==> src/rtl/core/ipv4_prefix_table_macros.svh <==
// Assertion macros for the IPv4 prefix table.
// Included by RTL files that carry concurrent checks; no other dependencies.
`ifndef IPV4_PREFIX_TABLE_MACROS_SVH
`define IPV4_PREFIX_TABLE_MACROS_SVH
`ifndef SYNTHESIS
// Check a property on every rising clock edge outside reset.
`define IPT_ASSERT(name, clk, rst, prop, msg) \
   name: assert property (@(posedge clk) disable iff (rst) (prop)) else $error(msg);
// Check a property on every rising clock edge, reset included.
`define IPT_ASSERT_ALWAYS(name, clk, prop, msg) \
   name: assert property (@(posedge clk) (prop)) else $error(msg);
`else
`define IPT_ASSERT(name, clk, rst, prop, msg)
`define IPT_ASSERT_ALWAYS(name, clk, prop, msg)
`endif
`endif

==> src/rtl/core/ipt_pkg.sv <==
// Shared types, codes and helper functions for the IPv4 prefix table.
// No dependencies; the interfaces and modules use this package.
package ipt_pkg;

   localparam int MODE_W   = 2;
   localparam int ADDR_W   = 32;
   localparam int LEN_W    = 6;
   localparam int STATUS_W = 2;

   localparam logic [LEN_W-1:0]  MAX_LEN = 6'd32;
   localparam logic [ADDR_W-1:0] TOP_BIT = 32'h8000_0000;

   // operation codes
   localparam logic [MODE_W-1:0] MODE_INSERT = 2'd0;
   localparam logic [MODE_W-1:0] MODE_REMOVE = 2'd1;
   localparam logic [MODE_W-1:0] MODE_LOOKUP = 2'd2;

   // result codes
   localparam logic [STATUS_W-1:0] STATUS_OK     = 2'd0;
   localparam logic [STATUS_W-1:0] STATUS_DUP    = 2'd1;
   localparam logic [STATUS_W-1:0] STATUS_ABSENT = 2'd2;
   localparam logic [STATUS_W-1:0] STATUS_FULL   = 2'd3;

   typedef struct packed {
      logic              used;
      logic [ADDR_W-1:0] network;
      logic [LEN_W-1:0]  length;
   } entry_type;

   typedef struct packed {
      logic [STATUS_W-1:0] status;
      logic [ADDR_W-1:0]   match_network;
      logic [LEN_W-1:0]    match_length;
   } rsp_type;

   // Contiguous mask of len leading ones; len is at most 32.
   function automatic logic [ADDR_W-1:0] length_to_mask(input logic [LEN_W-1:0] len);
      logic [ADDR_W-1:0] top;
      top = TOP_BIT >> (len - 6'd1);
      if (len == '0) begin
         return '0;
      end
      return ~(top - 32'd1);
   endfunction

   function automatic logic [LEN_W-1:0] saturate_length(input logic [LEN_W-1:0] len);
      return (len > MAX_LEN) ? MAX_LEN : len;
   endfunction

endpackage

==> src/rtl/core/ipt_req_if.sv <==
// Request channel of the IPv4 prefix table: valid/ready plus operation payload.
// Depends on ipt_pkg for field widths.
interface ipt_req_if;
   logic                      valid;
   logic                      ready;
   logic [ipt_pkg::MODE_W-1:0] mode;
   logic [ipt_pkg::ADDR_W-1:0] address;
   logic [ipt_pkg::LEN_W-1:0]  prefix_length;

   modport source (output valid, output mode, output address, output prefix_length,
                   input ready);
   modport sink   (input valid, input mode, input address, input prefix_length,
                   output ready);
endinterface

==> src/rtl/core/ipt_rsp_if.sv <==
// Response channel of the IPv4 prefix table: valid/ready plus result payload.
// Depends on ipt_pkg for field widths.
interface ipt_rsp_if;
   logic                        valid;
   logic                        ready;
   logic [ipt_pkg::STATUS_W-1:0] status;
   logic [ipt_pkg::ADDR_W-1:0]   match_network;
   logic [ipt_pkg::LEN_W-1:0]    match_length;

   modport source (output valid, output status, output match_network, output match_length,
                   input ready);
   modport sink   (input valid, input status, input match_network, input match_length,
                   output ready);
endinterface

==> src/rtl/core/ipt_engine.sv <==
// Table memory and scan sequencer of the IPv4 prefix table.
// Depends on ipt_pkg, ipt_req_if and the assertion macro header.
`include "ipv4_prefix_table_macros.svh"
module ipt_engine #(
   parameter int TABLE_ENTRIES = 64
) (
   input  logic             clock,
   input  logic             reset,
   ipt_req_if.sink          req_ch,
   output ipt_pkg::rsp_type push_data,
   output logic             push_valid,
   input  logic             push_ready
);
   import ipt_pkg::*;

   localparam int IDX_W = (TABLE_ENTRIES > 1) ? $clog2(TABLE_ENTRIES) : 1;
   localparam logic [IDX_W-1:0] LAST_IDX = IDX_W'(TABLE_ENTRIES - 1);

   typedef enum logic [1:0] {ST_CLEAR, ST_IDLE, ST_SCAN, ST_FINISH} state_type;

   entry_type mem [TABLE_ENTRIES];
   entry_type rd_data_ff;
   logic [IDX_W-1:0] rd_addr;
   logic             mem_we;
   logic [IDX_W-1:0] wr_addr;
   entry_type        wr_data;

   state_type         state_ff, state_in;
   logic [IDX_W-1:0]  idx_ff, idx_in;
   logic [MODE_W-1:0] q_mode_ff, q_mode_in;
   logic [ADDR_W-1:0] q_addr_ff, q_addr_in;
   logic [ADDR_W-1:0] q_net_ff, q_net_in;
   logic [LEN_W-1:0]  q_len_ff, q_len_in;
   logic              found_ff, found_in;
   logic [IDX_W-1:0]  found_idx_ff, found_idx_in;
   logic              free_found_ff, free_found_in;
   logic [IDX_W-1:0]  free_idx_ff, free_idx_in;
   logic              hit_ff, hit_in;
   logic [ADDR_W-1:0] best_net_ff, best_net_in;
   logic [LEN_W-1:0]  best_len_ff, best_len_in;

   logic              accept;
   logic              last;
   logic              is_exact, is_free, is_contained;
   logic [LEN_W-1:0]  req_len;
   logic              finish_write;
   entry_type         finish_entry;
   logic [IDX_W-1:0]  finish_addr;

   assign req_ch.ready = (state_ff == ST_IDLE);
   assign accept       = req_ch.valid && req_ch.ready;
   assign last         = (idx_ff == LAST_IDX);
   assign req_len      = saturate_length(req_ch.prefix_length);

   // classify the entry that arrived from memory this cycle
   assign is_exact     = rd_data_ff.used && (rd_data_ff.network == q_net_ff) &&
                         (rd_data_ff.length == q_len_ff);
   assign is_free      = !rd_data_ff.used;
   assign is_contained = rd_data_ff.used &&
                         ((q_addr_ff & length_to_mask(rd_data_ff.length)) == rd_data_ff.network);

   // result and write-back decision at the end of the scan
   always_comb begin
      push_data    = '{status: STATUS_ABSENT, match_network: '0, match_length: '0};
      finish_write = 1'b0;
      finish_entry = '{used: 1'b0, network: '0, length: '0};
      finish_addr  = found_idx_ff;
      case (q_mode_ff)
         MODE_INSERT: begin
            finish_addr  = free_idx_ff;
            finish_entry = '{used: 1'b1, network: q_net_ff, length: q_len_ff};
            if (found_ff) begin
               push_data.status = STATUS_DUP;
            end else if (!free_found_ff) begin
               push_data.status = STATUS_FULL;
            end else begin
               push_data.status = STATUS_OK;
               finish_write     = 1'b1;
            end
         end
         MODE_REMOVE: begin
            if (found_ff) begin
               push_data.status = STATUS_OK;
               finish_write     = 1'b1;
            end
         end
         MODE_LOOKUP: begin
            if (hit_ff) begin
               push_data = '{status: STATUS_OK, match_network: best_net_ff,
                             match_length: best_len_ff};
            end
         end
         default: begin
            push_data.status = STATUS_ABSENT;
         end
      endcase
   end

   assign push_valid = (state_ff == ST_FINISH);

   // memory ports: read every cycle, write during clear or at the end of an item
   always_comb begin
      rd_addr = (state_ff == ST_IDLE) ? '0 : idx_ff + IDX_W'(1);
      mem_we  = 1'b0;
      wr_addr = idx_ff;
      wr_data = '{used: 1'b0, network: '0, length: '0};
      if (state_ff == ST_CLEAR) begin
         mem_we = 1'b1;
      end else if (state_ff == ST_FINISH && push_ready && finish_write) begin
         mem_we  = 1'b1;
         wr_addr = finish_addr;
         wr_data = finish_entry;
      end
   end

   always_ff @(posedge clock) begin
      if (mem_we) begin
         mem[wr_addr] <= wr_data;
      end
      rd_data_ff <= mem[rd_addr];
   end

   always_comb begin
      state_in      = state_ff;
      idx_in        = idx_ff;
      q_mode_in     = q_mode_ff;
      q_addr_in     = q_addr_ff;
      q_net_in      = q_net_ff;
      q_len_in      = q_len_ff;
      found_in      = found_ff;
      found_idx_in  = found_idx_ff;
      free_found_in = free_found_ff;
      free_idx_in   = free_idx_ff;
      hit_in        = hit_ff;
      best_net_in   = best_net_ff;
      best_len_in   = best_len_ff;
      case (state_ff)
         ST_CLEAR: begin
            idx_in = idx_ff + IDX_W'(1);
            if (last) begin
               state_in = ST_IDLE;
               idx_in   = '0;
            end
         end
         ST_IDLE: begin
            if (accept) begin
               state_in      = ST_SCAN;
               idx_in        = '0;
               q_mode_in     = req_ch.mode;
               q_addr_in     = req_ch.address;
               q_len_in      = req_len;
               q_net_in      = req_ch.address & length_to_mask(req_len);
               found_in      = 1'b0;
               free_found_in = 1'b0;
               hit_in        = 1'b0;
               best_net_in   = '0;
               best_len_in   = '0;
            end
         end
         ST_SCAN: begin
            if (is_exact && !found_ff) begin
               found_in     = 1'b1;
               found_idx_in = idx_ff;
            end
            if (is_free && !free_found_ff) begin
               free_found_in = 1'b1;
               free_idx_in   = idx_ff;
            end
            if (is_contained && (!hit_ff || rd_data_ff.length > best_len_ff)) begin
               hit_in      = 1'b1;
               best_net_in = rd_data_ff.network;
               best_len_in = rd_data_ff.length;
            end
            idx_in = idx_ff + IDX_W'(1);
            if (last) begin
               state_in = ST_FINISH;
               idx_in   = '0;
            end
         end
         ST_FINISH: begin
            if (push_ready) begin
               state_in = ST_IDLE;
            end
         end
         default: begin
            state_in = ST_IDLE;
         end
      endcase
   end

   always_ff @(posedge clock) begin
      if (reset) begin
         state_ff <= ST_CLEAR;
         idx_ff   <= '0;
      end else begin
         state_ff <= state_in;
         idx_ff   <= idx_in;
      end
      q_mode_ff     <= q_mode_in;
      q_addr_ff     <= q_addr_in;
      q_net_ff      <= q_net_in;
      q_len_ff      <= q_len_in;
      found_ff      <= found_in;
      found_idx_ff  <= found_idx_in;
      free_found_ff <= free_found_in;
      free_idx_ff   <= free_idx_in;
      hit_ff        <= hit_in;
      best_net_ff   <= best_net_in;
      best_len_ff   <= best_len_in;
   end

   `IPT_ASSERT(a_accept_starts_scan, clock, reset, accept |=> (state_ff == ST_SCAN && idx_ff == '0), "accepted transfer did not start a scan at entry zero")
   `IPT_ASSERT(a_scan_advances, clock, reset, (state_ff == ST_SCAN && !last) |=> (state_ff == ST_SCAN && idx_ff == $past(idx_ff) + IDX_W'(1)), "scan index did not advance by one")
   `IPT_ASSERT(a_insert_into_free, clock, reset, (mem_we && state_ff == ST_FINISH && q_mode_ff == MODE_INSERT) |-> (!found_ff && free_found_ff), "insert wrote without a free slot or over a duplicate")
   `IPT_ASSERT(a_hit_length_range, clock, reset, (state_ff == ST_FINISH && q_mode_ff == MODE_LOOKUP && hit_ff) |-> (best_len_ff <= MAX_LEN), "lookup hit carries a length above 32")
   `IPT_ASSERT_ALWAYS(a_no_accept_in_reset, clock, reset |=> !req_ch.ready, "request taken right after reset")

endmodule

==> src/rtl/core/ipt_rsp_reg.sv <==
// Output register of the IPv4 prefix table: holds one result for the rsp channel.
// Depends on ipt_pkg and ipt_rsp_if.
module ipt_rsp_reg (
   input  logic             clock,
   input  logic             reset,
   input  ipt_pkg::rsp_type push_data,
   input  logic             push_valid,
   output logic             push_ready,
   ipt_rsp_if.source        rsp_ch
);
   import ipt_pkg::*;

   rsp_type data_ff;
   logic    valid_ff;

   // take a new result when empty or when the held one leaves this cycle
   assign push_ready = !valid_ff || rsp_ch.ready;

   always_ff @(posedge clock) begin
      if (reset) begin
         valid_ff <= 1'b0;
      end else if (push_valid && push_ready) begin
         valid_ff <= 1'b1;
      end else if (rsp_ch.ready) begin
         valid_ff <= 1'b0;
      end
      if (push_valid && push_ready) begin
         data_ff <= push_data;
      end
   end

   assign rsp_ch.valid         = valid_ff;
   assign rsp_ch.status        = data_ff.status;
   assign rsp_ch.match_network = data_ff.match_network;
   assign rsp_ch.match_length  = data_ff.match_length;

endmodule

==> src/rtl/core/ipv4_prefix_table.sv <==
// Top level of the IPv4 prefix table with longest prefix match.
// Depends on ipt_pkg, ipt_req_if, ipt_rsp_if, ipt_engine and ipt_rsp_reg.
//
// Usage:
//   req_ch carries one operation per transfer: mode (insert, remove, look up),
//   address and prefix_length. Lengths above 32 count as 32.
//   rsp_ch returns exactly one result per request, in order: status,
//   match_network and match_length (both zero unless a lookup hits).
//   Every operation scans the whole table once through the single read port
//   of the entry memory, one entry per cycle; a new request is taken only
//   after the result of the previous one has moved to the output register.
//   An insert or remove writes its entry back in the cycle the result
//   moves to the output register.
//   After reset the block clears every entry of the memory and
//   holds req_ch.ready low until that pass is done.
//   When rsp_ch stalls, the output register holds the finished result and
//   the block still takes the next request and scans it; only the hand-off
//   of that second result waits for the output register to drain.
module ipv4_prefix_table #(
   parameter int TABLE_ENTRIES = 64
) (
   input  logic      clock,
   input  logic      reset,
   ipt_req_if.sink   req_ch,
   ipt_rsp_if.source rsp_ch
);
   import ipt_pkg::*;

   rsp_type push_data;
   logic    push_valid;
   logic    push_ready;

   // scan sequencer with the entry memory
   ipt_engine #(
      .TABLE_ENTRIES (TABLE_ENTRIES)
   ) u_engine (
      .clock      (clock),
      .reset      (reset),
      .req_ch     (req_ch),
      .push_data  (push_data),
      .push_valid (push_valid),
      .push_ready (push_ready)
   );

   // hold each result until the receiver takes the transfer
   ipt_rsp_reg u_rsp_reg (
      .clock      (clock),
      .reset      (reset),
      .push_data  (push_data),
      .push_valid (push_valid),
      .push_ready (push_ready),
      .rsp_ch     (rsp_ch)
   );

endmodule
==> src/flat_wrapper.sv <==
// flat-port wrapper written by rule: the top's interface ports become plain ports
module ipv4_prefix_table_flat import ipt_pkg::*;
#(
   parameter int TABLE_ENTRIES = 64
)
  (clock, reset, req_ch_valid, req_ch_mode, req_ch_address, req_ch_prefix_length, req_ch_ready, rsp_ch_valid, rsp_ch_status, rsp_ch_match_network, rsp_ch_match_length, rsp_ch_ready);
  ipt_req_if req_ch_i ();
  ipt_rsp_if rsp_ch_i ();
  input  logic clock;
  input  logic reset;
  input wire logic [$bits(req_ch_i.valid)-1:0] req_ch_valid;
  input wire logic [$bits(req_ch_i.mode)-1:0] req_ch_mode;
  input wire logic [$bits(req_ch_i.address)-1:0] req_ch_address;
  input wire logic [$bits(req_ch_i.prefix_length)-1:0] req_ch_prefix_length;
  output wire logic [$bits(req_ch_i.ready)-1:0] req_ch_ready;
  output wire logic [$bits(rsp_ch_i.valid)-1:0] rsp_ch_valid;
  output wire logic [$bits(rsp_ch_i.status)-1:0] rsp_ch_status;
  output wire logic [$bits(rsp_ch_i.match_network)-1:0] rsp_ch_match_network;
  output wire logic [$bits(rsp_ch_i.match_length)-1:0] rsp_ch_match_length;
  input wire logic [$bits(rsp_ch_i.ready)-1:0] rsp_ch_ready;
  assign req_ch_i.valid = req_ch_valid;
  assign req_ch_i.mode = req_ch_mode;
  assign req_ch_i.address = req_ch_address;
  assign req_ch_i.prefix_length = req_ch_prefix_length;
  assign req_ch_ready = req_ch_i.ready;
  assign rsp_ch_valid = rsp_ch_i.valid;
  assign rsp_ch_status = rsp_ch_i.status;
  assign rsp_ch_match_network = rsp_ch_i.match_network;
  assign rsp_ch_match_length = rsp_ch_i.match_length;
  assign rsp_ch_i.ready = rsp_ch_ready;
  ipv4_prefix_table #(.TABLE_ENTRIES(TABLE_ENTRIES)) u_core (.clock(clock), .reset(reset), .req_ch(req_ch_i), .rsp_ch(rsp_ch_i));
endmodule
==> config.mk <==
export PLATFORM = sky130hd
export DESIGN_NAME = ipv4_prefix_table_flat
export DESIGN_NICKNAME = d
export VERILOG_FILES = /design/src/rtl/core/ipt_pkg.sv /design/src/rtl/core/ipt_req_if.sv /design/src/rtl/core/ipt_rsp_if.sv /design/src/rtl/core/ipt_engine.sv /design/src/rtl/core/ipt_rsp_reg.sv /design/src/rtl/core/ipv4_prefix_table.sv /design/src/flat_wrapper.sv
export VERILOG_INCLUDE_DIRS = /design/src /design/src/rtl/core
export SDC_FILE = /design/constraint.sdc
export NUM_CORES = 2
export LEC_CHECK = 0
export BUFFER_PORTS_ARGS = -buffer_cell sky130_fd_sc_hd__buf_2
export CAP_MARGIN = 10
export CORE_MARGIN = 8
export CORE_UTILIZATION = 40
export CTS_CLUSTER_DIAMETER = 60
export DETAILED_ROUTE_END_ITERATION = 7
export GPL_TIMING_DRIVEN = 0
export PLACE_DENSITY = 0.58
export SLEW_MARGIN = 20
export SYNTH_ARGS = -nofsm -noshare
export SYNTH_HDL_FRONTEND = slang
export SYNTH_SLANG_ARGS = --single-unit
==> constraint.sdc <==
create_clock -name clock -period 14.1 [get_ports clock]
set_clock_uncertainty 0.05 [all_clocks]
set_input_delay 2.82 -clock clock [delete_from_list [all_inputs] [get_ports clock]]
set_output_delay 2.82 -clock clock [all_outputs]
set_load 0.01 [all_outputs]
==> results.json <==
{
  "status": "finished, final reports clean",
  "period_needed_ps": 7910,
  "worstPathArrival_ps": 8540,
  "power_density_nw_per_um2": 221,
  "async_flop_share": 0,
  "syn-cell-area_sq_um": 108000,
  "slew_headroom": 0.118,
  "gp_congestion": 1.05,
  "instances_no_fill": 11900,
  "overflow": 0,
  "initial_core_util": 0.401,
  "die_h_microns": 537,
  "drt_iter0_markers": 9923,
  "io-pin-count": 86,
  "hold_class": "reg -> reg",
  "grt_pass1_wl_mm": 513,
  "ys_warn_count": 0,
  "ctsHtreeMaxLevel": 5,
  "viasPerCell": 5.98,
  "required_ps": 14730,
  "tns_ps": 0,
  "path_max_fanout": 25,
  "post_cts_buffers": 0,
  "syn_nets": 7611,
  "regArea_sq_um": 80900,
  "cap_violations": 0,
  "final_common_cell": "edfxtp_1",
  "cp-start-kind": "register",
  "drive_gt1_frac": 0.0961,
  "p_leak_uw": 0.0406,
  "clkSlewWorstSetupHoldPaths_ps": 60,
  "clock-root-buffer": "clkbuf_16",
  "post-route-drc-count": 0,
  "synth_edf_count": 2661,
  "antenna_found_initial": 42,
  "fmax_mhz": 126,
  "layout_common_cells": "2,661 x edfxtp_1, 1,326 x nand2_1, 658 x nand3_1",
  "synth_top_area_cell": "edfxtp_1",
  "syn_inst": 7551,
  "cts_num_sinks": 2709,
  "r2r_cells": 19,
  "setup_viol": 0,
  "tritoncts": "done",
  "ir_worst_vdd_uv": 155,
  "synth.distinct_cells": 89,
  "whs_path_depth": 1,
  "via_count": 70900,
  "finalHoldViolCount": 0,
  "cts_resized": 0,
  "multi_input_comb_area_sq_um": 25900,
  "synth-main-ff-cell": "edfxtp_1",
  "drv_slew": 0,
  "grt_pass1_vias": 67700,
  "synth_top_area_frac": 0.737,
  "synth_area_leaders": "edfxtp_1 74%, nand2_1 4.6%, nand3_1 3.0%, a211oi_1 3.0%, mux2i_1 3.0%",
  "numCtsBuffers": 300,
  "clock_path_buffers": 4,
  "coreArea_sq_um": 270000,
  "dp_cells": 11300,
  "dp_hpwl_mm": 264,
  "num-fill-cells": 23400,
  "portBuffers": 83,
  "tightestPinTransition_ps": 1320,
  "wl_per_cell_microns": 31.3,
  "nets": 8130,
  "drt.antenna.violating_nets": 0,
  "drtPass1Iterations": 6,
  "fin_crit_sh": 0.561,
  "ys_ff_latch": 2709,
  "grtUsageTotal": 0.251,
  "dieArea_sq_um": 288000,
  "rsz0062_at_grt": "false",
  "drt-total-wl_mm": 371,
  "syn_to_final_growth_pct": 16.4,
  "die_w_microns": 537,
  "grt_max_degree": 65,
  "syn_area_per_cell_sq_um": 14.4,
  "clk_latency_ps": 980,
  "worstSetupEndpointType": "register",
  "setup.worst_path.class": "reg -> reg",
  "hold_buffers": 0,
  "rows": 191,
  "ys_seq_area_frac": 0.746
}
[logic make-up (layout without fill, tap and decap cells)]
| group | Yosys count | after routing | share of synthesized area |
|---|---|---|---|
| xor+xnor | 70 | 70 | 0.00566 |
| compound gates | 1397 | 1397 | 0.0961 |
| other cells | 0 | 22 | 0 |
| simple gates | 2423 | 2423 | 0.0985 |
| flops | 2709 | 2709 | 0.746 |
| buf+inv | 608 | 1321 | 0.0215 |
| mux | 328 | 328 | 0.0304 |
| fa+ha+maj | 16 | 16 | 0.00185 |
[power by group]
| part | switching, uW | internal, uW |
|---|---|---|
| combinational | 8400 | 2790 |
| sequential | 265 | 9070 |
| clock | 3090 | 4280 |
[through the flow]
stage                     total power [uW]   util  worst slack (ps)  instance area (sq um)  hold WS, ps
after floorplan                      15000      -              7190                 108000          374
after global placement               20100  0.419              4260                 113000          382
after detailed placement             20300  0.433              6230                 117000          395
after CTS                            27600  0.467              6250                 126000          405
after global routing                 28700  0.467              6040                 126000          416
final                                27900  0.467              6190                 126000          417
[synth_stat cells, drive strengths merged (6+ instances only)]
| master | instances |
|---|---|
| o21ai | 32 |
| and2 | 71 |
| clkbuf | 521 |
| nand3b | 7 |
| and3 | 63 |
| o32ai | 313 |
| or4 | 6 |
| a211oi | 435 |
| nor3 | 22 |
| mux2i | 324 |
| nor2b | 12 |
| dfxtp | 48 |
| ha | 16 |
| nor2 | 164 |
| edfxtp | 2661 |
| a311oi | 157 |
| o22ai | 10 |
| nand4 | 37 |
| nand2b | 10 |
| a21o | 7 |
| nor4 | 13 |
| a21boi | 13 |
| o211ai | 10 |
| xor2 | 18 |
| nand3 | 660 |
| buf | 51 |
| xnor2 | 52 |
| a31oi | 165 |
| inv | 34 |
| a21oi | 201 |
| nand2 | 1326 |
| or2 | 8 |
[worst paths after layout]
kind / start / slack [ps] / end
hold reg to reg: u_core.u_engine.best_net_ff[7] / 420 / u_core.u_rsp_reg.rsp_ch.match_network[7]
hold / removal: u_core.u_engine.best_net_ff[7] / 420 / u_core.u_rsp_reg.rsp_ch.match_network[7]
setup / recovery: u_core.u_engine.rd_data_ff[1] / 6190 / u_core.u_engine.best_net_ff[31]
setup reg to reg: u_core.u_engine.rd_data_ff[1] / 6190 / u_core.u_engine.best_net_ff[31]
[cell type report]
| cell class | instances | area share |
|---|---|---|
| Clock inverter | 118 | 0.00830 |
| Timing Repair Buffer | 217 | 0.0278 |
| Inverter | 36 | 0.00107 |
| Buffer | 572 | 0.0178 |
| Tap cell | 3570 | 0.0354 |
| Clock buffer | 378 | 0.0630 |
| Antenna cell | 22 | 0.000436 |
| Sequential cell | 2709 | 0.641 |
| Multi-Input combinational cell | 4234 | 0.205 |
[critical path, stage by stage, from the launching register on]
cell and delay [ps]:
dfxtp_1 370, buf_2 220, or2_2 370, inv_1 300, ha_1 230, clkbuf_1 480, clkbuf_1 550, buf_1 640
nand2_1 110, ha_1 350, inv_1 360, a221oi_4 120, o22ai_2 600, a31oi_1 270, a2111o_1 560, nor3_1 360
nand4_1 250, or4_1 660, o21ai_4 510, buf_16 240
[layer usage]
layer  part of all wire  GRT usage
met5           0.000086          0
met4              0.062      0.133
met3               0.10     0.0619
met2               0.45      0.390
met1               0.38      0.325
[registers in the layout, indices dropped and copies added, names as in the netlist, 2 cells and up]
register,count
u_core.u_engine.best_len_ff,6
u_core.u_engine.q_net_ff,32
u_core.u_engine.best_net_ff,32
u_core.u_rsp_reg.rsp_ch.match_length,6
u_core.u_engine.free_idx_ff,6
u_core.u_engine.state_ff,2
u_core.u_rsp_reg.rsp_ch.status,2
u_core.u_engine.q_addr_ff,32
u_core.u_engine.found_idx_ff,6
u_core.u_rsp_reg.rsp_ch.match_network,32
u_core.u_engine.idx_ff,6
u_core.u_engine.q_mode_ff,2
u_core.u_engine.q_len_ff,6
u_core.u_engine.mem,2496
u_core.u_engine.rd_data_ff,39
(Power assumes the default switching activity.)
